`src/rtl/asf_pkg.sv`:
```
// Shared types and constants for the ADC sample sort filter.
// No dependencies.
`default_nettype none

package asf_pkg;

  localparam int unsigned CodeW = 16;
  localparam int unsigned VoltW = 19;
  localparam int unsigned CfgIdxW = 2;
  localparam int unsigned CfgDataW = 5;

  typedef enum logic [CfgIdxW-1:0] {
    CfgSampleCount = 2'd0,
    CfgFilterMode  = 2'd1,
    CfgGainSelect  = 2'd2,
    CfgUnused      = 2'd3
  } cfg_idx_e;

  typedef enum logic [3:0] {
    StIdle,
    StIns,
    StCmp,
    StPost,
    StLo,
    StHi,
    StFilt,
    StAvg,
    StDiv,
    StOut
  } state_e;

  // Code scaled to 7.8125 uV units: code << (3 - gain).
  function automatic logic [VoltW-1:0] to_volts(input logic [CodeW-1:0] code,
                                                input logic [1:0] gain);
    logic [VoltW-1:0] ext;
    ext = {{(VoltW - CodeW){code[CodeW-1]}}, code};
    return ext << (~gain);
  endfunction

endpackage

`default_nettype wire

```
`src/rtl/adc_sample_sort_filter.sv`:
```
// Top level of the ADC sample sort filter: sorted sample store, min/max,
// median or trimmed running average, voltage scaling. Uses asf_pkg.
`default_nettype none

// One sample is taken per transaction (start high while busy is low). It is
// decoded as two's complement and insertion-sorted into a single-port-style
// synchronous store, one compare-and-shift step at a time, with busy high
// until the insertion is done. When the batch is complete, the store is read
// for minimum, maximum and the filtered value. The trimmed average runs a
// bit-serial divider, after a setup step, for each averaged sample, which
// lengthens a batch end in average mode. The result appears for one cycle
// with done_o high and cannot be held off.

module adc_sample_sort_filter #(
  parameter int unsigned MAX_SAMPLES = 16
) (
  input  wire                                clk_i,
  input  wire                                rst_ni,
  input  wire                                start,
  output logic                               busy,
  input  wire  [15:0]                        raw_sample_i,
  input  wire                                cfg_we_i,
  input  wire  [asf_pkg::CfgIdxW-1:0]        cfg_index_i,
  input  wire  [asf_pkg::CfgDataW-1:0]       cfg_data_i,
  output logic                               done_o,
  output logic signed [15:0]                 filtered_code_o,
  output logic signed [15:0]                 min_code_o,
  output logic signed [15:0]                 max_code_o,
  output logic signed [18:0]                 voltage_o,
  output logic signed [18:0]                 min_voltage_o,
  output logic signed [18:0]                 max_voltage_o
);

  localparam int unsigned AW = (MAX_SAMPLES > 1) ? $clog2(MAX_SAMPLES) : 1;
  localparam int unsigned CW = $clog2(MAX_SAMPLES + 1);
  localparam int unsigned DW = CW + 1;
  localparam int unsigned CodeW = asf_pkg::CodeW;

  // Configuration registers.
  logic [4:0] sample_count_q;
  logic       filter_mode_q;
  logic [1:0] gain_select_q;

  always_ff @(posedge clk_i or negedge rst_ni) begin
    if (!rst_ni) begin
      sample_count_q <= 5'd1;
      filter_mode_q  <= 1'b0;
      gain_select_q  <= 2'd0;
    end else if (cfg_we_i) begin
      unique case (asf_pkg::cfg_idx_e'(cfg_index_i))
        asf_pkg::CfgSampleCount: sample_count_q <= cfg_data_i;
        asf_pkg::CfgFilterMode:  filter_mode_q  <= cfg_data_i[0];
        asf_pkg::CfgGainSelect:  gain_select_q  <= cfg_data_i[1:0];
        default: ;
      endcase
    end
  end

  logic [CW-1:0] target;
  always_comb begin
    if (sample_count_q == 5'd0) begin
      target = CW'(1);
    end else if (int'(sample_count_q) > int'(MAX_SAMPLES)) begin
      target = CW'(MAX_SAMPLES);
    end else begin
      target = CW'(sample_count_q);
    end
  end

  // Sample store.
  logic [CodeW-1:0] mem [MAX_SAMPLES];
  logic [CodeW-1:0] rdata_q;
  logic             mem_we, mem_re;
  logic [AW-1:0]    waddr, raddr;
  logic [CodeW-1:0] wdata;

  always_ff @(posedge clk_i) begin
    if (mem_we) begin
      mem[waddr] <= wdata;
    end
    if (mem_re) begin
      rdata_q <= mem[raddr];
    end
  end

  asf_pkg::state_e state_q, state_d;
  logic [CW-1:0]    held_q, held_d;
  logic [CW-1:0]    m_q, m_d;
  logic [AW-1:0]    pos_q, pos_d;
  logic [CW-1:0]    idx_q, idx_d;
  logic [CodeW-1:0] code_q, code_d;
  logic [CodeW-1:0] lo_q, lo_d, hi_q, hi_d, filt_q, filt_d;
  logic [CodeW-1:0] dq_q, dq_d;
  logic [CW-1:0]    rem_q, rem_d;
  logic [3:0]       bit_q, bit_d;
  logic             neg_q, neg_d;

  logic             accept;
  logic [CW-1:0]    held_inc;
  logic             greater;
  logic [CodeW:0]   diff;
  logic [DW-1:0]    rem_sh;
  logic             ge;
  logic [CodeW-1:0] quot;
  logic [CW-1:0]    div;
  logic [CW-1:0]    idx_inc;

  assign accept   = start && !busy;
  assign held_inc = held_q + CW'(1);
  assign greater  = $signed(rdata_q) > $signed(code_q);
  assign diff     = {rdata_q[CodeW-1], rdata_q} - {filt_q[CodeW-1], filt_q};
  assign div      = m_q - CW'(1);
  assign rem_sh   = {rem_q, dq_q[CodeW-1]};
  assign ge       = rem_sh >= {1'b0, div};
  assign quot     = {dq_q[CodeW-2:0], ge};
  assign idx_inc  = idx_q + CW'(1);

  // Next state.
  always_comb begin
    state_d = state_q;
    unique case (state_q)
      asf_pkg::StIdle: if (accept) state_d = asf_pkg::StIns;
      asf_pkg::StIns:  state_d = (pos_q == '0) ? asf_pkg::StPost : asf_pkg::StCmp;
      asf_pkg::StCmp:  state_d = greater ? asf_pkg::StIns : asf_pkg::StPost;
      asf_pkg::StPost: state_d = (held_inc < target) ? asf_pkg::StIdle : asf_pkg::StLo;
      asf_pkg::StLo:   state_d = asf_pkg::StHi;
      asf_pkg::StHi:   state_d = (m_q == CW'(1)) ? asf_pkg::StOut : asf_pkg::StFilt;
      asf_pkg::StFilt: begin
        state_d = (!filter_mode_q || m_q < CW'(4)) ? asf_pkg::StOut : asf_pkg::StAvg;
      end
      asf_pkg::StAvg:  state_d = asf_pkg::StDiv;
      asf_pkg::StDiv: begin
        if (bit_q == 4'd15) begin
          state_d = (idx_inc + CW'(1) < m_q) ? asf_pkg::StAvg : asf_pkg::StOut;
        end
      end
      asf_pkg::StOut:  state_d = asf_pkg::StIdle;
      default:         state_d = asf_pkg::StIdle;
    endcase
  end

  // Datapath and store control.
  always_comb begin
    held_d = held_q;
    m_d    = m_q;
    pos_d  = pos_q;
    idx_d  = idx_q;
    code_d = code_q;
    lo_d   = lo_q;
    hi_d   = hi_q;
    filt_d = filt_q;
    dq_d   = dq_q;
    rem_d  = rem_q;
    bit_d  = bit_q;
    neg_d  = neg_q;
    mem_we = 1'b0;
    mem_re = 1'b0;
    waddr  = pos_q;
    raddr  = pos_q - AW'(1);
    wdata  = code_q;
    unique case (state_q)
      asf_pkg::StIdle: begin
        if (accept) begin
          code_d = raw_sample_i;
          if (held_q >= CW'(MAX_SAMPLES)) begin
            held_d = '0;
            pos_d  = '0;
          end else begin
            pos_d = AW'(held_q);
          end
        end
      end
      asf_pkg::StIns: begin
        if (pos_q == '0) begin
          mem_we = 1'b1;
        end else begin
          mem_re = 1'b1;
        end
      end
      asf_pkg::StCmp: begin
        mem_we = 1'b1;
        if (greater) begin
          wdata = rdata_q;
          pos_d = pos_q - AW'(1);
        end
      end
      asf_pkg::StPost: begin
        if (held_inc < target) begin
          held_d = held_inc;
        end else begin
          held_d = '0;
          m_d    = held_inc;
          mem_re = 1'b1;
          raddr  = '0;
        end
      end
      asf_pkg::StLo: begin
        lo_d   = rdata_q;
        mem_re = 1'b1;
        raddr  = AW'(m_q - CW'(1));
      end
      asf_pkg::StHi: begin
        hi_d   = rdata_q;
        filt_d = lo_q;
        mem_re = 1'b1;
        raddr  = filter_mode_q ? AW'(1) : AW'((m_q - CW'(1)) >> 1);
      end
      asf_pkg::StFilt: begin
        filt_d = rdata_q;
        idx_d  = CW'(2);
        mem_re = 1'b1;
        raddr  = AW'(2);
      end
      asf_pkg::StAvg: begin
        neg_d = diff[CodeW];
        dq_d  = diff[CodeW] ? CodeW'(-diff) : diff[CodeW-1:0];
        rem_d = '0;
        bit_d = '0;
      end
      asf_pkg::StDiv: begin
        rem_d = ge ? CW'(rem_sh - {1'b0, div}) : rem_sh[CW-1:0];
        dq_d  = quot;
        bit_d = bit_q + 4'd1;
        if (bit_q == 4'd15) begin
          filt_d = neg_q ? filt_q - quot : filt_q + quot;
          idx_d  = idx_inc;
          mem_re = 1'b1;
          raddr  = AW'(idx_inc);
        end
      end
      default: ;
    endcase
  end

  always_ff @(posedge clk_i or negedge rst_ni) begin
    if (!rst_ni) begin
      state_q <= asf_pkg::StIdle;
      held_q  <= '0;
    end else begin
      state_q <= state_d;
      held_q  <= held_d;
    end
  end

  always_ff @(posedge clk_i) begin
    m_q    <= m_d;
    pos_q  <= pos_d;
    idx_q  <= idx_d;
    code_q <= code_d;
    lo_q   <= lo_d;
    hi_q   <= hi_d;
    filt_q <= filt_d;
    dq_q   <= dq_d;
    rem_q  <= rem_d;
    bit_q  <= bit_d;
    neg_q  <= neg_d;
  end

  // Outputs.
  always_comb begin
    busy            = state_q != asf_pkg::StIdle;
    done_o          = state_q == asf_pkg::StOut;
    filtered_code_o = filt_q;
    min_code_o      = lo_q;
    max_code_o      = hi_q;
    voltage_o       = asf_pkg::to_volts(filt_q, gain_select_q);
    min_voltage_o   = asf_pkg::to_volts(lo_q, gain_select_q);
    max_voltage_o   = asf_pkg::to_volts(hi_q, gain_select_q);
  end

  a_done_single: assert property (@(posedge clk_i) disable iff (!rst_ni)
    done_o |=> !done_o) else $error("result strobe longer than one cycle");
  a_accept_busy: assert property (@(posedge clk_i) disable iff (!rst_ni)
    (start && !busy) |=> busy) else $error("accepted sample did not raise busy");
  a_held_range: assert property (@(posedge clk_i) disable iff (!rst_ni)
    held_q <= CW'(MAX_SAMPLES)) else $error("sample count out of range");
  a_done_clears: assert property (@(posedge clk_i) disable iff (!rst_ni)
    done_o |-> held_q == '0) else $error("batch count not cleared at result");

endmodule

`default_nettype wire
```
`config.mk`:
```
export PLATFORM = sky130hd
export DESIGN_NAME = adc_sample_sort_filter
export DESIGN_NICKNAME = d
export VERILOG_FILES = /design/src/rtl/asf_pkg.sv /design/src/rtl/adc_sample_sort_filter.sv
export SDC_FILE = /design/constraint.sdc
export NUM_CORES = 1
export LEC_CHECK = 0
export ABC_AREA = 1
export BUFFER_PORTS_ARGS = -buffer_cell sky130_fd_sc_hd__buf_2
export CORE_MARGIN = 3
export CORE_UTILIZATION = 57
export CTS_BUF_LIST = sky130_fd_sc_hd__clkbuf_8
export DETAILED_ROUTE_END_ITERATION = 8
export PLACE_DENSITY = 0.79
export SYNTH_ARGS = -nofsm -noshare
export SYNTH_HDL_FRONTEND = slang
export SYNTH_SLANG_ARGS = --single-unit
```
`constraint.sdc`:
```
create_clock -name clk_i -period 4 [get_ports clk_i]
set_input_delay 0.2 -clock clk_i [delete_from_list [all_inputs] [get_ports clk_i]]
set_output_delay 0.2 -clock clk_i [all_outputs]
set_load 0.05 [all_outputs]
```
Yosys cells after proc, flatten, opt, wreduce, memory -nomap -nowiden. Memories as Yosys holds them, arrays and structs flattened. A register that Yosys moved wholly into a read port is not among the register bits. Cells that the tools add are included.

Register bits: 121. Bits in latches: 0. RAM bits: 256. Bits in read-only memories: 0. Bits of input ports: 27. Output and inout port bits: 107. Logic and storage cells: 125. Memories: 1.

Add/subtract/negate cells: 11. Multiply operators: 0. Divide/modulo/power cells: 0. $lt $le $gt $ge: 7. Eq/ne operators: 17. Shift operators: 3. Mux-type cells: 43. Bitwise gates (word level): 2. Reductions and logical operators: 25.

Memories: mem (depth 16, bits a word 16, rd ports 1, clocked after memory_dff 1, write ports 1, RTL line adc_sample_sort_filter.sv:71) `logic [CodeW-1:0] mem [MAX_SAMPLES];`.

Operator list (number): $mux W16 (5); $shl A19 B2 Y19 (3); $pmux W16 S3 (1); $mux W4 (11); $pmux W4 S9 (1); $mux W5 (7); $pmux W16 S2 (1); $pmux W5 S2 (3); $pmux W4 S5 (1); $sub A16 B16 Y17 (1); $add A16 B16 Y16 (1); $eq A4 B3 Y1 const B (4); $gt A16 B16 Y1 (1); $neg A16 Y16 (1); $pmux W4 S2 (2); $reduce_and A2 Y1 (8); $sub A16 B16 Y16 (1); $add A5 B1 Y5 const B (3); $eq A4 B4 Y1 const B (3); $lt A5 B5 Y1 (2); $eq A4 B2 Y1 const B (2); $logic_not A4 Y1 (2); $ne A2 B2 Y1 const B (4); $reduce_bool A2 Y1 (4); other kinds (28) (36).

Depth between registers and ports, before layout.
Depth after elaboration: 6. Depth in mapped cells: 31. Depth with buffers taken out: 30.

Least setup slack after synthesis. OpenSTA, ideal clock, no wires.

Path kind: register to register. Start: reg m_q[0]. End: reg filt_q[15] (netlist: filtered_code_o[15]), data pin. Arrival: 3.821 ns. Data required time: 3.740 ns. Setup slack: -0.081 ns. Stages on the path, launching flop included: 28. Path buffers: 1. Clock period less this slack: 4.081 ns. Path through: edfxtp_1 > inv_1 > ha_1 > inv_1 > o21ai_0 > inv_1 > ha_1 > nand3_1 > nor2_1 > nor3_1 > and2_1 > clkbuf_1 > ha_1 > nand3_1 > nor2_1 > inv_1 > nor3_1 > a31oi_1 > xnor2_1 > ha_1 > a21oi_1 > o21bai_1 > a21oi_1 > o21ai_0 > a21oi_1 > nand3_1 > nand3_1 > nand3_1.

Word-level cells in the longest chain between the ends: 6. Elaborated cells on any way between the ends: 7. Classes of those cells: 3 x add/sub; 1 x order compare; 3 x mux.

RTL lines: start, declared (RTL line adc_sample_sort_filter.sv:88) `logic [CW-1:0] m_q, m_d;`; start signal, assigned (RTL line adc_sample_sort_filter.sv:246) `m_q <= m_d;`; $sub A5 B1 Y5 (*) (RTL line adc_sample_sort_filter.sv:112) `assign div = m_q - CW'(1);`; $ge A6 B5 Y1 (*) (RTL line adc_sample_sort_filter.sv:114) `assign ge = rem_sh >= {1'b0, div};`; $add A16 B16 Y16 or $sub A16 B16 Y16 (tied branches) (RTL line adc_sample_sort_filter.sv:225) `filt_d = neg_q ? filt_q - quot : filt_q + quot;`; $mux W16 (*) (RTL line adc_sample_sort_filter.sv:225); $mux W16 (*) (RTL line adc_sample_sort_filter.sv:224) `if (bit_q == 4'd15) begin`; $pmux W16 S3 (*) (RTL line adc_sample_sort_filter.sv:161) `unique case (state_q)`; via filt_d[15] (RTL line adc_sample_sort_filter.sv:92) `logic [CodeW-1:0] lo_q, lo_d, hi_q, hi_d, filt_q, filt_d;`; end signal, assigned (RTL line adc_sample_sort_filter.sv:252) `filt_q <= filt_d;`; end, declared (RTL line adc_sample_sort_filter.sv:92).

Mark *: on every way through the listed nets, which the timed path passes. The rest lies on a longest branch. The select of a mux whose other input is x is not followed. A chain may end at the register's enable or synchronous reset.

Worst setup path in the final report.
Start: reg m_q[0]. End: reg filt_q[9] (netlist: filtered_code_o[9]), data pin.

The elaborated chain is that of the path after synthesis.

==> metrics.txt <==
Final nets 2635; vias per cell between 5 and 6; P&R area growth vs syn 16.3%; maximum VDD drop roughly 0.0004 V; worst hold path endpoint sample_count_q[4]$_DFFE_PN0P_; RSZ-0062 raised after global routing yes; total wire length between 50 and 60 mm; Worst R2R Setup Slack -0.05 ns; setup ws final -0.0494 ns; Post-DP HPWL approximately 40 mm; Data required, critical path between 4 and 5 ns; TritonCTS clock tree built; Die Height between 150 and 200 µm; Slew Viols, Final 0; PD cells 347 nW/µm²; TritonCTS Sinks between 300 and 400; vias in the first global route 16875; final setup skew roughly 0.032 ns; relative slew slack approximately 30%; fin crit share 101%; post-route DRC violation count 0; f_max 247 MHz; slowest cell delay on critical path 0.36 ns; grt ovf 0; Tmin final between 4 and 5 ns; initial core utilization between 50% and 60%; crit path DAT between 4 and 5 ns; final non-filler cell total about 3000; number of synthesized register bits 393; Post-Syn Area ~21000 µm²; Final GP Congestion between 0.9 and 1; Syn Nets roughly 2400; Synth Flop Type edfxtp_1; Slew @ Worst Pin ~1.0 ns; Post-DRT Antenna Nets 0; Min-Delay Path Depth 3; Yosys top cell area share a little over half; Yosys cell types 50; root buf cell clkbuf_8; wire per inst 19.7 µm; failing checks setup timing; CP Launch Type flop; initial antenna violation count 1; Buf/Inv on CP 6; placed insts 2891; Ys Warns 0; FF-to-FF Start m_q[0]$_DFFE_PP_; Min-Delay Path Class input pin to flop; Clock transition at path regs about 0.060 ns; Die Width 198 µm; Tot GR Track Use a little under a third; status complete, but fails checks; total CTS buffers 61; first-pass GRT wire length ~91 mm; r2r worst-path depth 26; setup violators final 3; share of layout cells above drive strength 1 around 16%; MaxCap Viol Count 0; FF-to-FF End filtered_code_o[9]$_DFFE_PP_; post-synth top area cell edfxtp_1; drt first pass iters 6; crit end category flop; slowest CP cell edfxtp_1; final hold violation count 0; crit-path max FO 3; Worst-Skew Late Latency around 0.67 ns; Top cell by count, worst path ha_4; Seq/Total Area, Yosys about 56%; num ports roughly 130; deepest clock path buffer count 3; I/O Buffers between 100 and 150; DIE AREA 39100 µm²; htree depth 2; number of flops mapped to enable cells by yosys roughly 380; Core ar. roughly 36000 µm²; Avg Inst Size Synth just over 9 µm²; WS Path Type flop to flop; synthesized netlist cell count 2298; Final Util around two thirds; largest cells by area after synthesis edfxtp_1 54%, nand2_1 13%, nand3_1 7.1%; Leak approximately 11 nW; Top delay family on crit path simple AND/OR/NAND/NOR gates; Row Count a little under 70; Hold Crit Start cfg_we_i; DR vias between 15000 and 20000; asr flop ratio synth ~4.3%; worst hold margin ~0.086 ns; pin count of the biggest net entering global routing around 120; DRT iter0 DRCs about 1700; overall power around 0.0085 W
stage by stage:
stage	setup WS, ns	TNS (ns)	cell area (µm²)
6_report	-0.0494	-0.0679	24400
2_1_floorplan	0.00864	0	21000
3_3_place_gp	-0.148	-0.628	22500
3_5_place_dp	-0.267	-1.32	22500
5_1_grt	-0.273	-1.26	24400
4_1_cts	-0.0912	-0.0952	24200
worst reg2reg max path: cells and delay by family, from the launching register on:
kind | cells | cell delay [ns]
flops | 1 | 0.36
xor+xnor | 2 | 0.30
fa+ha+maj | 4 | 0.82
buf+inv | 6 | 0.61
compound gates | 2 | 0.24
simple gates | 12 | 1.48
cell usage in the layout (no fill, tap or decap), types with 9 or more instances in the layout:
| cell | count |
|---|---|
| a21oi_1 | 52 |
| a21oi_2 | 9 |
| buf_2 | 133 |
| buf_4 | 97 |
| clkbuf_8 | 66 |
| clkinv_1 | 10 |
| dfrtp_1 | 15 |
| dlygate4sd3_1 | 31 |
| edfxtp_1 | 376 |
| ha_1 | 64 |
| inv_1 | 251 |
| inv_2 | 18 |
| nand2_1 | 708 |
| nand3_1 | 292 |
| nand4_1 | 13 |
| nor2_1 | 106 |
| nor3_1 | 9 |
| o211ai_1 | 15 |
| o21ai_0 | 131 |
| o221ai_1 | 9 |
| xnor2_1 | 15 |
| xor2_1 | 28 |
power by group:
group | internal (W) | switching (W)
Clock | 0.00159 | 0.00159
Sequential | 0.00446 | 0.0000324
Combinational | 0.000184 | 0.000604
Total | 0.00623 | 0.00223
cell families after synthesis:
group           count (synthesis)  synth area share, %
buf+inv                       347                 6.73
xor+xnor                       46                 1.92
flops                         393                 55.9
mux                            10                0.495
simple gates                 1167                 23.4
fa+ha+maj                      76                 4.64
compound gates                259                 6.96
Yosys cell counts (3+ instances only):
master,instances
nand2_1,710
edfxtp_1,376
nand3_1,296
inv_1,237
o21ai_0,139
nor2_1,110
ha_1,73
a21oi_1,61
clkbuf_1,42
buf_2,38
xor2_1,30
dfrtp_1,16
xnor2_1,16
o211ai_1,15
buf_4,14
nand4_1,13
nor3_1,13
inv_2,11
o221ai_1,10
mux2i_1,7
or2_2,6
a211oi_1,5
o21ai_1,5
and2_1,4
buf_1,4
o21a_1,4
a31oi_1,3
fa_1,3
mux2_2,3
nor2_2,3
nor2_4,3
o31ai_1,3
final cells by class:
type                    instances  area [µm²]
flip-flops and latches        393       11700
well taps                     461         577
inverters                     248         931
clock inverters                42         226
repair buffers                270        1850
fillers                      2753       11500
multi-input cells            1558        8160
clock buffers                  66         908
diodes                          1        2.50
routing by layer:
metal  global-route usage [%]  wire length, µm
met5                        0                0
met4                     13.7             2540
met3                     4.20             4650
met2                     51.7            29900
met1                     38.0            22600
registers in the layout, indices dropped and copies added, names as in the netlist, 16 cells and up:
| signal | flops |
|---|---|
| min_code_o | 16 |
| filtered_code_o | 16 |
| rdata_q | 16 |
| code_q | 16 |
| mem | 256 |
| max_code_o | 16 |
| dq_q | 16 |
worst max path at each step:
stage                     start                            end  cells after the start
3_3_place_gp   m_q[0]$_DFFE_PP_  filtered_code_o[15]$_DFFE_PP_                     26
5_1_grt        m_q[0]$_DFFE_PP_  filtered_code_o[15]$_DFFE_PP_                     28
6_report       m_q[0]$_DFFE_PP_   filtered_code_o[9]$_DFFE_PP_                     26
2_1_floorplan  m_q[0]$_DFFE_PP_  filtered_code_o[15]$_DFFE_PP_                     27
3_5_place_dp   m_q[0]$_DFFE_PP_  filtered_code_o[15]$_DFFE_PP_                     26
4_1_cts        m_q[0]$_DFFE_PP_  filtered_code_o[15]$_DFFE_PP_                     26
repair_timing:
action,CTS,global route
hold endpoints to repair,42,0
endpoints found under the setup margin,8,24
hold buffers,31,0
pin swaps,14,26
resized for setup,37,33
setup buffers,6,2
No activity file was read; power rests on OpenSTA's default activity.
